### src/design/project_point_along_rejected_axis_unit_defines.svh
`ifndef PROJECT_POINT_ALONG_REJECTED_AXIS_UNIT_DEFINES_SVH
`define PROJECT_POINT_ALONG_REJECTED_AXIS_UNIT_DEFINES_SVH

// Shared assertion macros. They expect clk_i and rst_ni in the enclosing module.

// The consequent must hold in the same cycle as the antecedent.
`define PRA_ASSERT_IMPL(label, ante, cons, msg) \
  label: assert property (@(posedge clk_i) disable iff (!rst_ni) (ante) |-> (cons)) \
    else $error(msg);

// The consequent must hold in the cycle after the antecedent.
`define PRA_ASSERT_NEXT(label, ante, cons, msg) \
  label: assert property (@(posedge clk_i) disable iff (!rst_ni) (ante) |=> (cons)) \
    else $error(msg);

`endif

### src/design/pra_pkg.sv
`default_nettype none

package pra_pkg;

  // Field and datapath widths.
  localparam int unsigned WORD_W      = 32;
  localparam int unsigned DMAG_W      = WORD_W + 1;
  localparam int unsigned NORM_W      = 30;
  localparam int unsigned SQ_W        = 2 * NORM_W + 2;
  localparam int unsigned ROOT_W      = NORM_W + 1;
  localparam int unsigned NUM_W       = DMAG_W + NORM_W;
  localparam int unsigned QUOT_W      = DMAG_W + 1;
  localparam int unsigned QUEUE_DEPTH = 4;
  localparam int unsigned CFG_ADDR_W  = 3;

  // Register index of the threshold register.
  localparam logic REG_MIN_DIR_Y = 1'b0;

  typedef enum logic [1:0] {
    ST_PROJECTED = 2'd0,
    ST_ZERO_LEN  = 2'd1,
    ST_BELOW     = 2'd2
  } pra_status_e;

  typedef struct packed {
    logic signed [WORD_W-1:0] axis_x;
    logic signed [WORD_W-1:0] axis_y;
    logic signed [WORD_W-1:0] axis_z;
    logic signed [WORD_W-1:0] dir_x;
    logic signed [WORD_W-1:0] dir_y;
    logic signed [WORD_W-1:0] dir_z;
    logic signed [WORD_W-1:0] pos_x;
    logic signed [WORD_W-1:0] pos_y;
    logic signed [WORD_W-1:0] pos_z;
    logic signed [WORD_W-1:0] target_height;
    logic signed [WORD_W-1:0] ref_height;
    logic                     force_project;
  } pra_in_t;

  typedef struct packed {
    logic signed [WORD_W-1:0] out_x;
    logic signed [WORD_W-1:0] out_y;
    logic signed [WORD_W-1:0] out_z;
    logic [1:0]               status;
  } pra_out_t;

  // Classified item held in the queue; index 0 is x.
  typedef struct packed {
    logic [2:0][WORD_W-1:0] axis;
    logic [2:0][WORD_W-1:0] dir;
    logic [2:0][WORD_W-1:0] pos;
    logic [WORD_W:0]        delta;
    logic                   proj;
  } pra_item_t;

  // Values that ride along the back-end pipeline.
  typedef struct packed {
    logic [2:0][WORD_W-1:0] pos;
    logic [DMAG_W-1:0]      dmag;
    logic                   dneg;
    pra_status_e            status;
    logic [2:0]             neg;
    logic [2:0][NORM_W-1:0] nmag;
  } pra_side_t;

endpackage

`default_nettype wire

### src/design/pra_fifo.sv
`default_nettype none
`include "project_point_along_rejected_axis_unit_defines.svh"

module pra_fifo #(
  parameter int unsigned DEPTH = pra_pkg::QUEUE_DEPTH
) (
  input  logic               clk_i,
  input  logic               rst_ni,
  input  logic               push_i,
  input  pra_pkg::pra_item_t item_i,
  output logic               full_o,
  input  logic               pop_i,
  output logic               valid_o,
  output pra_pkg::pra_item_t item_o
);

  localparam int unsigned PTR_W = (DEPTH > 1) ? $clog2(DEPTH) : 1;
  localparam int unsigned CNT_W = $clog2(DEPTH + 1);

  pra_pkg::pra_item_t mem_q [DEPTH];
  logic [PTR_W-1:0]   wr_ptr_q, rd_ptr_q;
  logic [CNT_W-1:0]   count_q;

  assign full_o  = (count_q == CNT_W'(DEPTH));
  assign valid_o = (count_q != '0);
  assign item_o  = mem_q[rd_ptr_q];

  // Pointers and fill level.
  always_ff @(posedge clk_i or negedge rst_ni) begin
    if (!rst_ni) begin
      wr_ptr_q <= '0;
      rd_ptr_q <= '0;
      count_q  <= '0;
    end else begin
      if (push_i) begin
        wr_ptr_q <= (wr_ptr_q == PTR_W'(DEPTH - 1)) ? '0 : wr_ptr_q + 1'b1;
      end
      if (pop_i) begin
        rd_ptr_q <= (rd_ptr_q == PTR_W'(DEPTH - 1)) ? '0 : rd_ptr_q + 1'b1;
      end
      if (push_i && !pop_i) begin
        count_q <= count_q + 1'b1;
      end else if (pop_i && !push_i) begin
        count_q <= count_q - 1'b1;
      end
    end
  end

  // Entry storage.
  always_ff @(posedge clk_i) begin
    if (push_i) begin
      mem_q[wr_ptr_q] <= item_i;
    end
  end

  `PRA_ASSERT_IMPL(a_count_bound, 1'b1, count_q <= CNT_W'(DEPTH), "queue fill level overflow")
  `PRA_ASSERT_IMPL(a_no_push_full, push_i, !full_o, "transfer into a full queue")
  `PRA_ASSERT_IMPL(a_no_pop_empty, pop_i, valid_o, "back end popped an empty queue")

endmodule

`default_nettype wire

### config.mk
export PLATFORM = sky130hd
export DESIGN_NAME = pra_fifo
export DESIGN_NICKNAME = d
export VERILOG_FILES = /design/src/design/pra_pkg.sv /design/src/design/pra_fifo.sv
export VERILOG_INCLUDE_DIRS = /design/src /design/src/design
export SDC_FILE = /design/constraint.sdc
export NUM_CORES = 1
export LEC_CHECK = 0
export ABC_AREA = 1
export BUFFER_PORTS_ARGS = -buffer_cell sky130_fd_sc_hd__buf_2
export CAP_MARGIN = 30
export CELL_PAD_IN_SITES_DETAIL_PLACEMENT = 1
export CELL_PAD_IN_SITES_GLOBAL_PLACEMENT = 1
export CORE_MARGIN = 10
export CORE_UTILIZATION = 45
export CTS_BUF_LIST = sky130_fd_sc_hd__clkbuf_4
export DETAILED_ROUTE_END_ITERATION = 16
export GPL_ROUTABILITY_DRIVEN = 1
export PLACE_DENSITY_LB_ADDON = 0.1
export SLEW_MARGIN = 20
export SYNTH_ARGS = -nofsm -noshare
export SYNTH_HDL_FRONTEND = slang
export SYNTH_SLANG_ARGS = --single-unit
### constraint.sdc
create_clock -name clk_i -period 21.2 [get_ports clk_i]
set_input_delay 3.18 -clock clk_i [delete_from_list [all_inputs] [get_ports clk_i]]
set_output_delay 3.18 -clock clk_i [all_outputs]
set_load 0.05 [all_outputs]
==> impl_metrics.prom <==
# TYPE chip_impl_metric gauge
chip_impl_info{name="outcome",value="complete, no violations"} 1
chip_impl_metric{name="die_area",unit="sq um"} 130000
chip_impl_info{name="worst_min_path_class",value="register to register"} 1
chip_impl_metric{name="wl",unit="mm"} 134
chip_impl_metric{name="synth_nets",unit=""} 4143
chip_impl_metric{name="post_synth_instance_area",unit="sq um"} 52100
chip_impl_metric{name="coreArea",unit="sq um"} 115000
chip_impl_metric{name="crit_path_max_fanout",unit=""} 188
chip_impl_info{name="crit_path_start_kind",value="register"} 1
chip_impl_info{name="rsz0062_at_grt",value="no"} 1
chip_impl_metric{name="remaining_drc_errors",unit=""} 0
chip_impl_metric{name="placed_area",unit="sq um"} 55900
chip_impl_metric{name="floorplan.initialDensity",unit=""} 0.454
chip_impl_metric{name="die_y",unit="um"} 360
chip_impl_info{name="synth_largest_area_cell",value="sky130_fd_sc_hd__edfxtp_1"} 1
chip_impl_metric{name="fill_cells",unit=""} 11900
chip_impl_metric{name="post-route-min-period",unit="ns"} 8.66
chip_impl_metric{name="wl_per_cell",unit="um"} 20.9
chip_impl_metric{name="multi_input_area",unit="sq um"} 9020
chip_impl_metric{name="met2_usage",unit=""} 0.346
chip_impl_metric{name="vias_in_the_first_global_route",unit=""} 33900
chip_impl_metric{name="tritoncts.num_buffers",unit=""} 358
chip_impl_metric{name="grt_usage",unit=""} 0.203
chip_impl_info{name="ys_dominant_reg_cell",value="sky130_fd_sc_hd__edfxtp_1"} 1
chip_impl_metric{name="timing.critical_path.required",unit="ns"} 18.02
chip_impl_metric{name="grt_util_met1",unit=""} 0.226
chip_impl_info{name="synthTopCellsByArea",value="sky130_fd_sc_hd__edfxtp_1, sky130_fd_sc_hd__o211ai_1, sky130_fd_sc_hd__nand2_1"} 1
chip_impl_metric{name="vias",unit=""} 32300
chip_impl_metric{name="finalCritPeriodShare",unit=""} 0.409
chip_impl_metric{name="drt_first_iter_violations",unit=""} 1770
chip_impl_metric{name="cts_max_level",unit=""} 5
chip_impl_metric{name="max-cap-violations",unit=""} 0
chip_impl_metric{name="clk_pin_slew",unit="ns"} 0.06
chip_impl_metric{name="row_count",unit=""} 124
chip_impl_metric{name="post_synth_inst_count",unit=""} 3810
chip_impl_metric{name="worst_ep_arrival_time",unit="ns"} 5.48
chip_impl_info{name="timing_worst_setup_path_type",value="register to primary output"} 1
chip_impl_metric{name="yosysSeqAreaShare",unit=""} 0.746
chip_impl_metric{name="layout.core_utilization",unit=""} 0.527
chip_impl_metric{name="drt_pre_antenna_iters",unit=""} 5
chip_impl_info{name="critical_path.endpoint_type",value="primary output"} 1
chip_impl_metric{name="max_freq",unit="GHz"} 0.115
chip_impl_metric{name="global_route.usage.met3",unit=""} 0.0830
chip_impl_metric{name="yosys_warnings",unit=""} 0
chip_impl_metric{name="port-buffer-count",unit=""} 649
chip_impl_metric{name="finalNetCount",unit=""} 4984
chip_impl_info{name="yosysMostFrequentCell",value="sky130_fd_sc_hd__edfxtp_1"} 1
chip_impl_info{name="synthTopCellsByCount",value="sky130_fd_sc_hd__edfxtp_1, sky130_fd_sc_hd__nand2_1, sky130_fd_sc_hd__inv_1"} 1
chip_impl_metric{name="grt_antenna_before_repair",unit=""} 91
chip_impl_metric{name="antenna_violating_nets_post_route",unit=""} 0
chip_impl_metric{name="synth.lib_cells_used.distinct",unit=""} 20
chip_impl_metric{name="synth-seq-cells",unit=""} 1295
chip_impl_metric{name="synth.avg_cell_area",unit="sq um"} 13.7
chip_impl_metric{name="clock_skew",unit="ns"} 0.0705
chip_impl_metric{name="total_leakage_power",unit="nW"} 24.7
chip_impl_metric{name="globalRoute.totalOverflow",unit=""} 0
chip_impl_info{name="tritoncts",value="yes"} 1
chip_impl_metric{name="place_hpwl",unit="mm"} 82.5
chip_impl_metric{name="cts_sinks",unit=""} 1295
chip_impl_metric{name="fin_setup_tns",unit="ns"} 0
chip_impl_metric{name="largest_net_degree_at_the_start_of_global_routing",unit=""} 266
chip_impl_metric{name="synth_async_sr_flop_share",unit=""} 0.00541
chip_impl_metric{name="synth_top_cell_area_share",unit=""} 0.743
chip_impl_metric{name="cts_setup_buffers",unit=""} 0
chip_impl_metric{name="clock_tree.buffer_depth",unit=""} 4
chip_impl_metric{name="design.portCount",unit=""} 650
chip_impl_metric{name="setup_violations",unit=""} 0
chip_impl_metric{name="ctsHoldBuffers",unit=""} 0
chip_impl_info{name="root_buffer",value="sky130_fd_sc_hd__clkbuf_4"} 1
chip_impl_metric{name="count_of_flip_flops_with_a_built_in_enable_after_synthesis",unit=""} 1288
chip_impl_metric{name="timing_max_transition_violations_final",unit=""} 0
chip_impl_metric{name="grt_pass1_wl",unit="mm"} 201
chip_impl_metric{name="tightest_slew",unit="ns"} 1.05
chip_impl_metric{name="drt_via_density",unit=""} 5.03
chip_impl_metric{name="slew-limit-headroom",unit=""} 0.301
chip_impl_metric{name="post_route_cells_drive_above_1_share",unit=""} 0.268
chip_impl_info{name="top_usage_layer",value="met2"} 1
chip_impl_metric{name="number_of_gates_resized_after_cts",unit=""} 0
chip_impl_metric{name="seqCellArea",unit="sq um"} 38900
chip_impl_metric{name="area_growth_syn_to_layout",unit="%"} 16.1
chip_impl_metric{name="clock_latency",unit="ns"} 1.25
chip_impl_metric{name="p_per_area",unit="nW/um^2"} 156
chip_impl_metric{name="hold_viol",unit=""} 0
chip_impl_metric{name="die_w",unit="um"} 360
chip_impl_metric{name="gpl.final_weighted_congestion",unit=""} 0.731
chip_impl_metric{name="final_area",unit="sq um"} 60500
chip_impl_metric{name="peakVddDrop",unit="V"} 0.000118
## layout by cell type (no fill, tap or decap)
master,synthesis,routed
sky130_fd_sc_hd__buf_2,90,649
sky130_fd_sc_hd__bufinv_16,0,1
sky130_fd_sc_hd__buf_4,4,29
sky130_fd_sc_hd__inv_2,1,6
sky130_fd_sc_hd__clkbuf_4,0,522
sky130_fd_sc_hd__buf_12,0,6
sky130_fd_sc_hd__o211ai_1,574,574
sky130_fd_sc_hd__clkinv_1,0,55
sky130_fd_sc_hd__nand4_1,1,1
sky130_fd_sc_hd__inv_1,655,651
sky130_fd_sc_hd__nand2_1,982,982
sky130_fd_sc_hd__clkinv_4,0,1
sky130_fd_sc_hd__nor2_1,3,3
sky130_fd_sc_hd__clkinvlp_4,0,1
sky130_fd_sc_hd__inv_8,0,5
sky130_fd_sc_hd__clkinv_2,0,5
sky130_fd_sc_hd__xnor2_1,1,1
sky130_fd_sc_hd__fa_1,1,1
sky130_fd_sc_hd__edfxtp_1,1288,1288
sky130_fd_sc_hd__buf_16,0,11
sky130_fd_sc_hd__nor3_1,1,1
sky130_fd_sc_hd__dfrtp_1,7,6
sky130_fd_sc_hd__ha_1,6,6
sky130_fd_sc_hd__clkinv_8,0,1
sky130_fd_sc_hd__o211ai_2,70,70
sky130_fd_sc_hd__dfrtp_4,0,1
sky130_fd_sc_hd__nand3_1,1,1
sky130_fd_sc_hd__diode_2,0,29
sky130_fd_sc_hd__o21ai_0,4,4
## path summary, 6_finish.rpt
check | endpoint | cells past startpoint | slack (ns) | from
setup / recovery | item_o[181] | 10 | 12.54 | rd_ptr_q[0]
hold / removal | count_q[2] | 2 | 0.50 | count_q[2]
setup reg to reg | mem_q[1][129] | 6 | 17.57 | wr_ptr_q[1]
hold reg to reg | count_q[2] | 2 | 0.50 | count_q[2]
max in group asynchronous | wr_ptr_q[0] | 1 | 19.16 | rst_ni
min in group asynchronous | count_q[0] | 1 | 1.82 | rst_ni
## sequential cells by signal, indices dropped and copies added (netlist names)
| signal | flops |
|---|---|
| rd_ptr_q | 2 |
| mem_q | 1288 |
| count_q | 3 |
| wr_ptr_q | 2 |
## through the flow
step                instances  hold WS, ns  total power, W  worst slack (ns)
finish                   6423        0.496         0.00943             12.54
global route             6411        0.537         0.00999             12.05
CTS                      6385        0.495         0.00956             11.99
detailed placement       5794        0.476         0.00741             13.40
global placement         5789        0.455         0.00733             13.59
floorplan                3810        0.442         0.00651             11.13
## layer usage
metal  up-vias  part of all wire
met2       893              0.50
met5         -            0.0033
met4        70             0.027
met3       291             0.085
met1     15800              0.39
li1      15300                 -
## critical path, cell delays in order (launching register included)
cell,delay [ns]
sky130_fd_sc_hd__dfrtp_1,0.45
sky130_fd_sc_hd__inv_8,0.63
sky130_fd_sc_hd__buf_4,0.68
sky130_fd_sc_hd__buf_12,0.41
sky130_fd_sc_hd__buf_16,0.49
sky130_fd_sc_hd__buf_4,0.37
sky130_fd_sc_hd__buf_16,0.29
sky130_fd_sc_hd__nand2_1,0.12
sky130_fd_sc_hd__o211ai_1,0.12
sky130_fd_sc_hd__nand2_1,0.11
sky130_fd_sc_hd__buf_2,0.22
## final cells by class
class	instances	area share
Sequential cell	1295	0.643
Multi-Input combinational cell	1644	0.149
Clock buffer	522	0.0648
Timing Repair Buffer	695	0.0643
Inverter	657	0.0416
Tap cell	1512	0.0313
Clock inverter	69	0.00497
Antenna cell	29	0.00120
## report_power, final
| group | internal [W] | switching, W | leakage (nW) | total [W] |
|---|---|---|---|---|
| combinational | 0.000801 | 0.00313 | 10.3 | 0.00393 |
| sequential | 0.00328 | 0.000107 | 11.9 | 0.00339 |
| clock | 0.00113 | 0.000990 | 2.55 | 0.00212 |
## logic make-up after synthesis
kind of cell	share of synthesized area
AO/OA/AOI/OAI	0.100
buffers and inverters	0.0804
AND/OR/NAND/NOR	0.0713
flip-flops	0.746
adder cells (fa/ha/maj)	0.00183
XOR/XNOR	0.000168
Note: power is estimated with default switching activity, not from simulation.
