--- config.mk ---
export PLATFORM = sky130hd
export DESIGN_NAME = pra_front_flat
export DESIGN_NICKNAME = d
export VERILOG_FILES = /design/src/design/project_point_along_rejected_axis_unit_defines.svh /design/src/design/pra_pkg.sv /design/src/design/pra_chan_if.sv /design/src/design/pra_front.sv /design/src/flat_wrapper.sv
export SDC_FILE = /design/constraint.sdc
export NUM_CORES = 1
export LEC_CHECK = 0
export ABC_CLOCK_PERIOD_IN_PS = 2550
export BUFFER_PORTS_ARGS = -buffer_cell sky130_fd_sc_hd__buf_2
export CAP_MARGIN = 25
export CELL_PAD_IN_SITES_DETAIL_PLACEMENT = 0
export CELL_PAD_IN_SITES_GLOBAL_PLACEMENT = 1
export CORE_AREA = 5 5 294 296
export DETAILED_ROUTE_END_ITERATION = 7
export DIE_AREA = 0 0 299 301
export GPL_TIMING_DRIVEN = 1
export PLACE_DENSITY_LB_ADDON = 0.3
export SLEW_MARGIN = 15
export SYNTH_ARGS = -nofsm -noshare
export SYNTH_HDL_FRONTEND = slang
export SYNTH_SLANG_ARGS = --single-unit
--- constraint.sdc ---
create_clock -name clk_i -period 2.55 [get_ports clk_i]
set_input_delay 0.255 -clock clk_i [delete_from_list [all_inputs] [get_ports clk_i]]
set_output_delay 0.255 -clock clk_i [all_outputs]
set_load 0.02 [all_outputs]
--- src/design/project_point_along_rejected_axis_unit_defines.svh ---
`ifndef PROJECT_POINT_ALONG_REJECTED_AXIS_UNIT_DEFINES_SVH
`define PROJECT_POINT_ALONG_REJECTED_AXIS_UNIT_DEFINES_SVH

// Shared assertion macros. They expect clk_i and rst_ni in the enclosing module.

// The consequent must hold in the same cycle as the antecedent.
`define PRA_ASSERT_IMPL(label, ante, cons, msg) \
  label: assert property (@(posedge clk_i) disable iff (!rst_ni) (ante) |-> (cons)) \
    else $error(msg);

// The consequent must hold in the cycle after the antecedent.
`define PRA_ASSERT_NEXT(label, ante, cons, msg) \
  label: assert property (@(posedge clk_i) disable iff (!rst_ni) (ante) |=> (cons)) \
    else $error(msg);

`endif

--- src/design/pra_pkg.sv ---
`default_nettype none

package pra_pkg;

  // Field and datapath widths.
  localparam int unsigned WORD_W      = 32;
  localparam int unsigned DMAG_W      = WORD_W + 1;
  localparam int unsigned NORM_W      = 30;
  localparam int unsigned SQ_W        = 2 * NORM_W + 2;
  localparam int unsigned ROOT_W      = NORM_W + 1;
  localparam int unsigned NUM_W       = DMAG_W + NORM_W;
  localparam int unsigned QUOT_W      = DMAG_W + 1;
  localparam int unsigned QUEUE_DEPTH = 4;
  localparam int unsigned CFG_ADDR_W  = 3;

  // Register index of the threshold register.
  localparam logic REG_MIN_DIR_Y = 1'b0;

  typedef enum logic [1:0] {
    ST_PROJECTED = 2'd0,
    ST_ZERO_LEN  = 2'd1,
    ST_BELOW     = 2'd2
  } pra_status_e;

  typedef struct packed {
    logic signed [WORD_W-1:0] axis_x;
    logic signed [WORD_W-1:0] axis_y;
    logic signed [WORD_W-1:0] axis_z;
    logic signed [WORD_W-1:0] dir_x;
    logic signed [WORD_W-1:0] dir_y;
    logic signed [WORD_W-1:0] dir_z;
    logic signed [WORD_W-1:0] pos_x;
    logic signed [WORD_W-1:0] pos_y;
    logic signed [WORD_W-1:0] pos_z;
    logic signed [WORD_W-1:0] target_height;
    logic signed [WORD_W-1:0] ref_height;
    logic                     force_project;
  } pra_in_t;

  typedef struct packed {
    logic signed [WORD_W-1:0] out_x;
    logic signed [WORD_W-1:0] out_y;
    logic signed [WORD_W-1:0] out_z;
    logic [1:0]               status;
  } pra_out_t;

  // Classified item held in the queue; index 0 is x.
  typedef struct packed {
    logic [2:0][WORD_W-1:0] axis;
    logic [2:0][WORD_W-1:0] dir;
    logic [2:0][WORD_W-1:0] pos;
    logic [WORD_W:0]        delta;
    logic                   proj;
  } pra_item_t;

  // Values that ride along the back-end pipeline.
  typedef struct packed {
    logic [2:0][WORD_W-1:0] pos;
    logic [DMAG_W-1:0]      dmag;
    logic                   dneg;
    pra_status_e            status;
    logic [2:0]             neg;
    logic [2:0][NORM_W-1:0] nmag;
  } pra_side_t;

endpackage

`default_nettype wire

--- src/design/pra_chan_if.sv ---
`default_nettype none

// Valid/ready channel carrying one payload per transfer.
interface pra_chan_if #(
  parameter type payload_t = pra_pkg::pra_in_t
) ();
  logic     valid;
  logic     ready;
  payload_t data;

  modport source (output valid, output data, input ready);
  modport sink (input valid, input data, output ready);
endinterface

`default_nettype wire

--- src/design/pra_front.sv ---
`default_nettype none

module pra_front (
  input  logic                           clk_i,
  input  logic                           rst_ni,
  input  logic                           psel,
  input  logic                           penable,
  input  logic                           pwrite,
  input  logic [pra_pkg::CFG_ADDR_W-1:0] paddr,
  input  logic [pra_pkg::WORD_W-1:0]     pwdata,
  output logic [pra_pkg::WORD_W-1:0]     prdata,
  output logic                           pready,
  pra_chan_if.sink                       in_i,
  input  logic                           full_i,
  output logic                           push_o,
  output pra_pkg::pra_item_t             item_o
);

  localparam int unsigned W = pra_pkg::WORD_W;
  localparam int unsigned AW = pra_pkg::CFG_ADDR_W;

  logic [W-1:0] min_dir_y_q;
  logic         reg_sel;

  // The register index is the address above the byte offset.
  assign reg_sel = (paddr[AW-1] == pra_pkg::REG_MIN_DIR_Y);
  assign pready  = 1'b1;
  assign prdata  = reg_sel ? min_dir_y_q : '0;

  // Threshold register write.
  always_ff @(posedge clk_i or negedge rst_ni) begin
    if (!rst_ni) begin
      min_dir_y_q <= '0;
    end else if (psel && penable && pwrite && reg_sel) begin
      min_dir_y_q <= pwdata;
    end
  end

  // Accept whenever the queue has room.
  assign in_i.ready = !full_i;
  assign push_o     = in_i.valid && !full_i;

  // Classify the item and form the exact height difference.
  always_comb begin
    item_o.axis[0] = in_i.data.axis_x;
    item_o.axis[1] = in_i.data.axis_y;
    item_o.axis[2] = in_i.data.axis_z;
    item_o.dir[0]  = in_i.data.dir_x;
    item_o.dir[1]  = in_i.data.dir_y;
    item_o.dir[2]  = in_i.data.dir_z;
    item_o.pos[0]  = in_i.data.pos_x;
    item_o.pos[1]  = in_i.data.pos_y;
    item_o.pos[2]  = in_i.data.pos_z;
    item_o.delta   = {in_i.data.target_height[W-1], in_i.data.target_height}
                   - {in_i.data.ref_height[W-1], in_i.data.ref_height};
    item_o.proj    = in_i.data.force_project
                   || ($signed(min_dir_y_q) <= in_i.data.dir_y);
  end

endmodule

`default_nettype wire

--- src/flat_wrapper.sv ---
// flat-port wrapper written by rule: the top's interface ports become plain ports
module pra_front_flat 
  (clk_i, rst_ni, psel, penable, pwrite, paddr, pwdata, prdata, pready, full_i, push_o, item_o, in_i_valid, in_i_data, in_i_ready);
  pra_chan_if in_i_i ();
  input  logic clk_i;
  input  logic rst_ni;
  input  logic psel;
  input  logic penable;
  input  logic pwrite;
  input  logic [pra_pkg::CFG_ADDR_W-1:0] paddr;
  input  logic [pra_pkg::WORD_W-1:0] pwdata;
  output logic [pra_pkg::WORD_W-1:0] prdata;
  output logic pready;
  input  logic full_i;
  output logic push_o;
  output pra_pkg::pra_item_t item_o;
  input wire logic [$bits(in_i_i.valid)-1:0] in_i_valid;
  input wire logic [$bits(in_i_i.data)-1:0] in_i_data;
  output wire logic [$bits(in_i_i.ready)-1:0] in_i_ready;
  assign in_i_i.valid = in_i_valid;
  assign in_i_i.data = in_i_data;
  assign in_i_ready = in_i_i.ready;
  pra_front u_core (.clk_i(clk_i), .rst_ni(rst_ni), .psel(psel), .penable(penable), .pwrite(pwrite), .paddr(paddr), .pwdata(pwdata), .prdata(prdata), .pready(pready), .in_i(in_i_i), .full_i(full_i), .push_o(push_o), .item_o(item_o));
endmodule
==> flow_summary.yaml, run 1 <==
yosys:
  syn_nets: 1243
  synth_top_area_share_pct: 34.3
  synth_area_leaders: "buf_4, dfrtp_1, ha_1"
  yosysTopAreaCell: "buf_4"
  avgSynthCellArea_um2: 8.09
  synth_warnings: 0
  synthArstFlopShare_pct: 100
  synth_edf_count: 0
  synth_ff_type: "dfrtp_1"
  yosys.cell_count.top_type: "buf_4"
  synth_commonest_cells: "buf_4, inv_1, ha_1"
  synth-seq-area-share_pct: 12.6
  ys_ff_latch: 32
  syn_area_um2: 6330
  synth_cell_types: 63
  syn_inst: 783
clock_network:
  h-tree-depth: 2
  root_buffer: "clkbuf_16"
  cts_tree: "built"
  cts.path.max_buffers: 2
  numCtsBuffers: 5
  clk_latency_ps: 280
  ctsHoldBuffers: 0
  clkSinkCount: 32
  clkTransAtPathRegs_ps: 50
power_and_ir_drop:
  power.switching_mw: 1.52
  powerDensity_nw_per_um2: 437
  leakagePower_nw: 3.87
  p_int_mw: 2.09
  switching_share_pct: 42.2
  sequentialPowerShare_pct: 19.9
  pwr-share-clk_pct: 17.9
  peakVddDrop_uv: 323
  p_comb_share_pct: 62.2
route:
  avgRoutedWirePerCell_um: 15.4
  ant_nets: 0
  finalWirelength_um: 29300
  vias_per_cell: 2.79
  dr.pass1.iters: 4
  route.detailed.drc: 0
  drtIter0Drc: 87
  vias: 5302
global_routing:
  grt_max_degree: 33
  grt_pass1_vias: 6121
  track_usage_pct: 6.05
  gr-total-overflow: 0
  antenna_found_initial: 3
  grt_pass1_wl_um: 40900
setup_path:
  worstPathArrival_ps: 2430
  worstSetupStartpoint: "in_i_data[33]"
  end_kind: "output pin"
  startpoint_type: "input pin"
  cp_max_fo: 3
  reg2reg_from: "u_core.min_dir_y_q[27]"
  worstRegToRegCells: 2
  worst-setup-path-type: "in -> out"
  cp_slowest_stage_delay_ps: 370
  cp_common_cell: "buf_6"
  crit_chain: "buf_8 -> inv_4 -> ha_4 -> fa_2 -> nor2b_4 -> o2111ai_4 -> a31oi_4 -> a311o_2 -> nand3_4 -> buf_6 -> nand2_4 -> xnor2_2 -> buf_4 -> buf_6"
  critPathSlowestCell: "fa_2"
  required_ps: 2300
final_layout:
  syn2layout_area_growth_pct: 30.4
  regMostFlops: "u_core.min_dir_y_q"
  layout.cells.non_filler: 1902
  nFillCells: 9765
  nets: 1281
  reg_top3: "u_core.min_dir_y_q: 32 flops"
  largest_reg_flops: 32
  drive_gt1_share_pct: 55.5
floorplanning:
  start_util_pct: 7.60
  die_h_um: 301
  core_area_um2: 83300
  die_area_um2: 90000
  ios: 752
  num_rows: 106
  dieWidth_um: 299
run_status:
  violations: "setup timing"
  outcome: "finished with violations"
placement:
  place_worst_setup_slack_ps: -602
  gp_congestion: 0.774
  hpwlAfterDp_um: 25200
  numPortBuffers: 236
  dp.cells: 1889
hold_path:
  worstHoldPathType: "in -> async"
timing:
  tightest_slew_ps: 820
  clock_skew_ps: 0
  hold_viol: 0
  slew_violations: 0
  fin_crit_sh_pct: 105
  finalSetupViolCount: 11
  setup_ws_ps: -132
  fin_crit_ps: 2680
  fmax_mhz: 373
  relSlewSlack_pct: 45.3
  rsz0062_at_grt: "yes"
flow_run:
  max_cap_violations: 0
layer usage:
| layer | track usage, % | wire, um | vias to the layer above |
|---|---|---|---|
| met2 | 10.7 | 14000 | 383 |
| met4 | 5.16 | 2740 | 4 |
| li1 | - | - | 2396 |
| met3 | 2.83 | 3570 | 151 |
| met1 | 5.12 | 9000 | 2368 |
| met5 | 0.0541 | 14 | - |
cell usage in the layout (no fill, tap or decap), types with 12 or more instances in the layout:
cell type,netlist,routed
nor2b_1,36,34
dfrtp_1,32,32
ha_1,64,47
a21oi_1,26,18
ha_4,0,14
xor2_1,14,13
nor2_1,18,15
nand2_1,26,24
nand4_1,12,12
buf_2,2,209
mux2_2,32,32
buf_6,3,21
inv_1,73,66
a21o_1,28,28
buf_4,289,102
critical path: cells and delay by family:
kind                       cells  cell delay (ps)
adders and majority gates      2              520
xor gates and xnor gates       1              100
and+or+nand+nor                3              330
buffers and inverters          5              540
AOI/OAI and AO/OA              3              670
layout make-up:
class | instances | area [um^2] | area share (%)
multi-input cells | 375 | 3590 | 43.5
flip-flops and latches | 32 | 801 | 9.70
diodes | 1 | 2.50 | 0.0303
clock buffers | 7 | 153 | 1.85
repair buffers | 334 | 2080 | 25.2
inverters | 73 | 279 | 3.38
well taps | 1080 | 1350 | 16.4
repair_timing:
item | in CTS | in global routing
resized for setup | 100 | 52
pin swaps | 37 | 48
buffers inserted | 3 | 6
endpoints found under the setup margin | 23 | 22
stage by stage:
stage | util, % | setup TNS (ps) | hold WS [ps] | total power, mW | cell area [um^2]
finish | 9.91 | -1030 | 68.6 | 3.60 | 8260
global route | 9.91 | -2110 | 141 | 3.86 | 8250
CTS | 9.56 | -1860 | 109 | 3.58 | 7960
detailed placement | 8.78 | -6270 | 417 | 2.71 | 7320
global placement | 8.78 | -6100 | 424 | 2.72 | 7320
floorplan | - | 0 | -40.6 | 2.41 | 6330
worst paths after layout:
path                                                to  slack (ps)
max in group asynchronous       u_core.min_dir_y_q[31]        1960
worst min-delay path            u_core.min_dir_y_q[19]          70
min in group clk_i              u_core.min_dir_y_q[16]         200
worst max-delay path                        item_o[19]        -130
worst min register to register   u_core.min_dir_y_q[0]         520
worst max register to register  u_core.min_dir_y_q[27]        1610
power groups by stage:
stage | sequential, mW | combinational, mW | clock (mW)
finish | 0.719 | 2.24 | 0.644
global route | 0.739 | 2.44 | 0.678
CTS | 0.721 | 2.18 | 0.673
detailed placement | 0.726 | 1.99 | 0
global placement | 0.724 | 2.00 | 0
floorplan | 0.683 | 1.73 | 0
cell families (layout without fill, tap and decap cells):
| kind of cell | after synthesis | in the layout | share of synthesized area, % |
|---|---|---|---|
| adder cells (fa/ha/maj) | 65 | 65 | 13.0 |
| multiplexers | 34 | 34 | 6.01 |
| other | 1 | 2 | 0.0592 |
| AND/OR/NAND/NOR | 126 | 126 | 10.9 |
| AO/OA/AOI/OAI | 122 | 122 | 13.8 |
| XOR/XNOR | 27 | 27 | 3.73 |
| buffers and inverters | 376 | 414 | 39.8 |
| flip-flops | 32 | 32 | 12.6 |
Power figures use the tool's default switching activity.
==> inputs of run 2 (changes only) <==
--- a/config.mk
+++ b/config.mk
@@ -15,6 +15,7 @@
 export DIE_AREA = 0 0 299 301
 export GPL_TIMING_DRIVEN = 1
 export PLACE_DENSITY_LB_ADDON = 0.3
+export SKIP_LAST_GASP = 1
 export SLEW_MARGIN = 15
 export SYNTH_ARGS = -nofsm -noshare
 export SYNTH_HDL_FRONTEND = slang
==> run 2 against run 1 <==
  * The run still ends with setup timing left
  * Cell area is 0.12% higher
  * Sequential power hardly changed
  * Count of clock-buffer cells in the layout stayed put
  * Register-to-register slack hardly changed
  * Global-route usage hardly changed
  * Utilization hardly changed
  * Via count is 0.51% higher
  * Maximum frequency hardly changed
  * Die area stayed put
  * Power hardly changed
  * Combinational power hardly changed
  * Critical path type unchanged
  * Highest routed layer unchanged
==> flow_summary.yaml, run 2 (synthesis results as in run 1) <==
setup_path:
  worstPathArrival_ps: 2430
  cp_common_cell: "buf_6"
  required_ps: 2300
  crit_family: "compound AO/OA/AOI/OAI gates"
  critPathSlowestCell: "fa_2"
  worst-setup-path-type: "in -> out"
  cp_max_fo: 3
  startpoint_type: "input pin"
  cp_slowest_stage_delay_ps: 370
  crit_buf_inv: 5
  crit_chain: "buf_8 -> inv_4 -> ha_4 -> fa_2 -> nor2b_4 -> o2111ai_4 -> a31oi_4 -> a311o_2 -> nand3_4 -> buf_6 -> nand2_4 -> xnor2_2 -> buf_4 -> buf_6"
  end_kind: "output pin"
global_routing:
  track_usage_pct: 6.05
  grt_max_degree: 33
  grt_pass1_vias: 6080
  grt_pass1_wl_um: 40900
  gr-total-overflow: 0
  antenna_found_initial: 3
timing:
  tightest_slew_ps: 820
  relSlewSlack_pct: 45.3
  clock_skew_ps: 0
  fin_crit_ps: 2680
  slew_violations: 0
  fin_crit_sh_pct: 105
  setup_ws_ps: -132
  hold_viol: 0
  rsz0062_at_grt: "yes"
  holdWs_ps: 68.7
  fmax_mhz: 373
  finalSetupViolCount: 11
floorplanning:
  ios: 752
  die_h_um: 301
  core_area_um2: 83300
  start_util_pct: 7.60
  die_area_um2: 90000
  dieWidth_um: 299
  num_rows: 106
hold_path:
  worstHoldPathType: "in -> async"
run_status:
  violations: "setup timing"
  outcome: "finished with violations"
final_layout:
  seq_area_um2: 801
  final_util_pct: 9.93
  stdcell_area_um2: 8270
  final_cell_mix: "buf_2, buf_4, inv_1, ha_1, nor2b_1"
  drive_gt1_share_pct: 55.5
  nFillCells: 9768
  syn2layout_area_growth_pct: 30.5
  final_common_cell: "buf_2"
  multi_input_area_um2: 3580
  largest_reg_flops: 32
  reg_top3: "u_core.min_dir_y_q: 32 flops"
  regMostFlops: "u_core.min_dir_y_q"
  nets: 1283
clock_network:
  clk_latency_ps: 280
  ctsHoldBuffers: 0
  cts.path.max_buffers: 2
  clkTransAtPathRegs_ps: 50
  clkSinkCount: 32
  h-tree-depth: 2
  root_buffer: "clkbuf_16"
  numCtsBuffers: 5
  cts_tree: "built"
flow_run:
  max_cap_violations: 0
route:
  vias: 5329
  finalWirelength_um: 29400
  avgRoutedWirePerCell_um: 15.4
  ant_nets: 0
  route.detailed.drc: 0
  dr.pass1.iters: 4
  vias_per_cell: 2.80
  drtIter0Drc: 77
placement:
  hpwlAfterDp_um: 25200
  numPortBuffers: 236
  gp_congestion: 0.774
  place_worst_setup_slack_ps: -602
  placed_cell_area_um2: 7320
power_and_ir_drop:
  powerDensity_nw_per_um2: 436
  peakVddDrop_uv: 323
  leakagePower_nw: 3.89
  total_power_mw: 3.60
## run 2: changes by cell type in the layout (fill, tap and decap cells not counted), sizes merged
| cell | delta |
|---|---|
| buf | +2 |
## run 2: through the flow
stage	instances	setup TNS (ps)
2_1_floorplan	783	0
3_3_place_gp	1889	-6100
3_5_place_dp	1889	-6270
4_1_cts	1898	-1960
5_1_grt	1903	-2310
6_report	1904	-967
## run 2: worst paths after layout
path | slack (ps) | depth (start not counted) | from | end
max | -130 | 14 | in_i_data[33] | item_o[19]
min | 70 | 1 | rst_ni | u_core.min_dir_y_q[19]
max reg2reg | 1610 | 2 | u_core.min_dir_y_q[27] | u_core.min_dir_y_q[27]
min reg2reg | 510 | 1 | u_core.min_dir_y_q[0] | u_core.min_dir_y_q[0]
max in group asynchronous | 1960 | 1 | rst_ni | u_core.min_dir_y_q[31]
min in group clk_i | 200 | 2 | pwdata[16] | u_core.min_dir_y_q[16]
## run 2: area by class of cell
cell class,instances,area share (%)
multi-input combinational,375,43.3
antenna,1,0.0303
sequential,32,9.69
inverter,73,3.41
timing repair buffer,336,25.4
clock buffer,7,1.85
tap,1080,16.3
## run 2: layer usage
| metal | up-vias | track usage [%] | part of all wire, % |
|---|---|---|---|
| met5 | - | 0.0541 | 0.048 |
| met4 | 4 | 5.10 | 9.2 |
| li1 | 2394 | - | - |
| met3 | 153 | 2.86 | 12 |
| met1 | 2390 | 5.12 | 31 |
| met2 | 388 | 10.7 | 48 |
## run 2: timing repair
action / 4_1_cts / 5_1_grt
gates resized for setup: 89 / 65
pin swaps: 36 / 48
setup endpoints to repair: 23 / 22
buffers inserted: 3 / 9
## run 2: power breakdown
| group | internal, mW | switching [mW] |
|---|---|---|
| clock | 0.410 | 0.234 |
| combinational | 1.05 | 1.19 |
| sequential | 0.621 | 0.0972 |
| total | 2.08 | 1.52 |
==> inputs of run 3 (changes only) <==
--- a/config.mk
+++ b/config.mk
@@ -6,13 +6,13 @@
 export NUM_CORES = 1
 export LEC_CHECK = 0
 export ABC_CLOCK_PERIOD_IN_PS = 2550
-export BUFFER_PORTS_ARGS = -buffer_cell sky130_fd_sc_hd__buf_2
 export CAP_MARGIN = 25
 export CELL_PAD_IN_SITES_DETAIL_PLACEMENT = 0
 export CELL_PAD_IN_SITES_GLOBAL_PLACEMENT = 1
-export CORE_AREA = 5 5 294 296
+export CORE_AREA = 2 2 294 296
 export DETAILED_ROUTE_END_ITERATION = 7
-export DIE_AREA = 0 0 299 301
+export DIE_AREA = 0 0 296 298
+export DONT_BUFFER_PORTS = 1
 export GPL_TIMING_DRIVEN = 1
 export PLACE_DENSITY_LB_ADDON = 0.3
 export SKIP_LAST_GASP = 1
==> run 3 against run 2 <==
  * The flow still finishes with violations (setup timing)
  * Hold slack better by 39 ps
  * Critical path type unchanged
  * Via count is 16% lower
  * Critical path depth is 1 lower
  * Sequential share of layout area is 1.5 points higher
  * Highest routed layer unchanged
  * Cell count is 7.5% lower
  * Largest power group unchanged
  * Largest cell class unchanged
  * Combinational power is 14% lower
  * Global-route usage is 0.84 points lower
  * Die area is 2.0% lower
  * Sequential power is 2% higher
  * Count of clock-buffer cells in the layout is 2 lower
  * Power is 9.5% lower
==> flow_summary.yaml, run 3 (synthesis results as in run 1) <==
setup_path:
  crit_family: "compound AO/OA/AOI/OAI gates"
  startpoint_type: "input pin"
  critPathSlowestCell: "fa_2"
  worstPathArrival_ps: 2400
  end_kind: "output pin"
  crit_chain: "inv_12 -> ha_4 -> fa_2 -> nor2b_4 -> o2111ai_2 -> a31oi_2 -> buf_4 -> a311o_2 -> nand3_4 -> nor3_4 -> buf_4 -> o22ai_1 -> buf_4"
  cp_common_cell: "buf_4"
  cp_slowest_stage_delay_ps: 370
  worst-setup-path-type: "in -> out"
  required_ps: 2300
  crit_buf_inv: 4
  cp_max_fo: 3
timing:
  hold_viol: 0
  fin_crit_ps: 2650
  holdWs_ps: 107
  slew_violations: 0
  setup_ws_ps: -102
  rsz0062_at_grt: "yes"
  fin_crit_sh_pct: 104
  relSlewSlack_pct: 60.9
  clock_skew_ps: 0
  fmax_mhz: 377
  finalSetupViolCount: 4
  tightest_slew_ps: 582
  tns_ps: -212
flow_run:
  max_cap_violations: 0
run_status:
  violations: "setup timing"
  outcome: "finished with violations"
final_layout:
  drive_gt1_share_pct: 39.1
  nets: 1073
  largest_reg_flops: 32
  final_cell_mix: "buf_4, inv_1, ha_1, nor2b_1, mux2_2"
  regMostFlops: "u_core.min_dir_y_q"
  reg_top3: "u_core.min_dir_y_q: 32 flops"
  final_common_cell: "buf_4"
  multi_input_area_um2: 3490
  seq_area_um2: 802
  nFillCells: 9957
  syn2layout_area_growth_pct: 13.2
floorplanning:
  die_h_um: 298
  dieWidth_um: 296
  ios: 752
  die_area_um2: 88200
  num_rows: 107
  start_util_pct: 7.46
  core_area_um2: 84900
clock_network:
  cts.path.max_buffers: 2
  numCtsBuffers: 5
  clk_latency_ps: 290
  h-tree-depth: 2
  cts_tree: "built"
  clkSinkCount: 32
  root_buffer: "clkbuf_16"
  clkTransAtPathRegs_ps: 60
placement:
  gp_congestion: 0.737
  hpwlAfterDp_um: 21200
  numPortBuffers: 0
global_routing:
  grt_pass1_wl_um: 33700
  grt_pass1_vias: 5026
  antenna_found_initial: 4
  track_usage_pct: 5.20
  grt_max_degree: 34
  gr-total-overflow: 0
route:
  vias: 4482
  avgRoutedWirePerCell_um: 13.9
  finalWirelength_um: 24500
  dr.pass1.iters: 6
  ant_nets: 0
  drtIter0Drc: 109
  vias_per_cell: 2.55
  route.detailed.drc: 0
power_and_ir_drop:
  leakagePower_nw: 2.99
  powerDensity_nw_per_um2: 455
  peakVddDrop_uv: 509
hold_path:
  worstHoldPathType: "in -> reg"
[run 3: changes by cell type in the layout (fill, tap and decap cells not counted), sizes merged]
cell and delta:
buf -211, clkinv +3, clkbuf -2, diode +2, clkinvlp +1, dlygate4sd3 +1
inv -1
[run 3: final cells by class]
class,instances,area share [%]
clock buffer,5,1.75
inverter,73,4.12
timing repair buffer,126,14.0
sequential,32,11.2
multi-input combinational,375,48.6
tap,1144,20.0
antenna,3,0.105
clock inverter,3,0.262
[run 3: per-stage QoR]
step / setup WS (ps) / cell area, um^2 / power, mW / cells / util [%]
final: -102 / 7170 / 3.26 / 1761 / 8.45
after global routing: -210 / 7170 / 3.50 / 1760 / 8.44
after CTS: -161 / 6960 / 3.27 / 1752 / 8.20
after detailed placement: -415 / 6360 / 2.44 / 1737 / 7.50
after global placement: -424 / 6360 / 2.44 / 1737 / 7.50
after floorplan: 28.5 / 6330 / 2.41 / 783 / -
[run 3: worst paths after layout]
kind / start / endpoint / slack [ps] / cells after the start
worst max-delay path: in_i_data[33] / item_o[33] / -100 / 13
worst min-delay path: pwdata[24] / u_core.min_dir_y_q[24] / 110 / 1
min in group asynchronous: rst_ni / u_core.min_dir_y_q[18] / 430 / 2
worst max register to register: u_core.min_dir_y_q[25] / u_core.min_dir_y_q[25] / 1510 / 3
max in group asynchronous: rst_ni / u_core.min_dir_y_q[9] / 1910 / 2
worst min register to register: u_core.min_dir_y_q[0] / u_core.min_dir_y_q[0] / 520 / 1
[run 3: what timing repair did]
item	in CTS	in global routing
buffers inserted	6	6
pin swaps	33	24
cloned	0	0
hold buffers	2	0
gates resized for setup	71	29
endpoints found under the setup margin	21	18
hold endpoints to repair	32	0
[run 3: metal layers]
metal | track usage (%) | share of wire, %
met1 | 4.39 | 30
met4 | 4.62 | 7.9
met3 | 2.48 | 12
met5 | 1.50 | 0.82
met2 | 8.87 | 49
[run 3: where the power goes]
group | total (mW) | switching, mW | internal [mW]
clock network | 0.613 | 0.253 | 0.360
logic | 1.92 | 1.02 | 0.895
registers | 0.731 | 0.109 | 0.622
[run 3: worst register-to-register path, delay by kind of cell (launching register included)]
kind	cells	cell delay (ps)
buffers and inverters	2	260
DFF	1	410
muxes	1	260
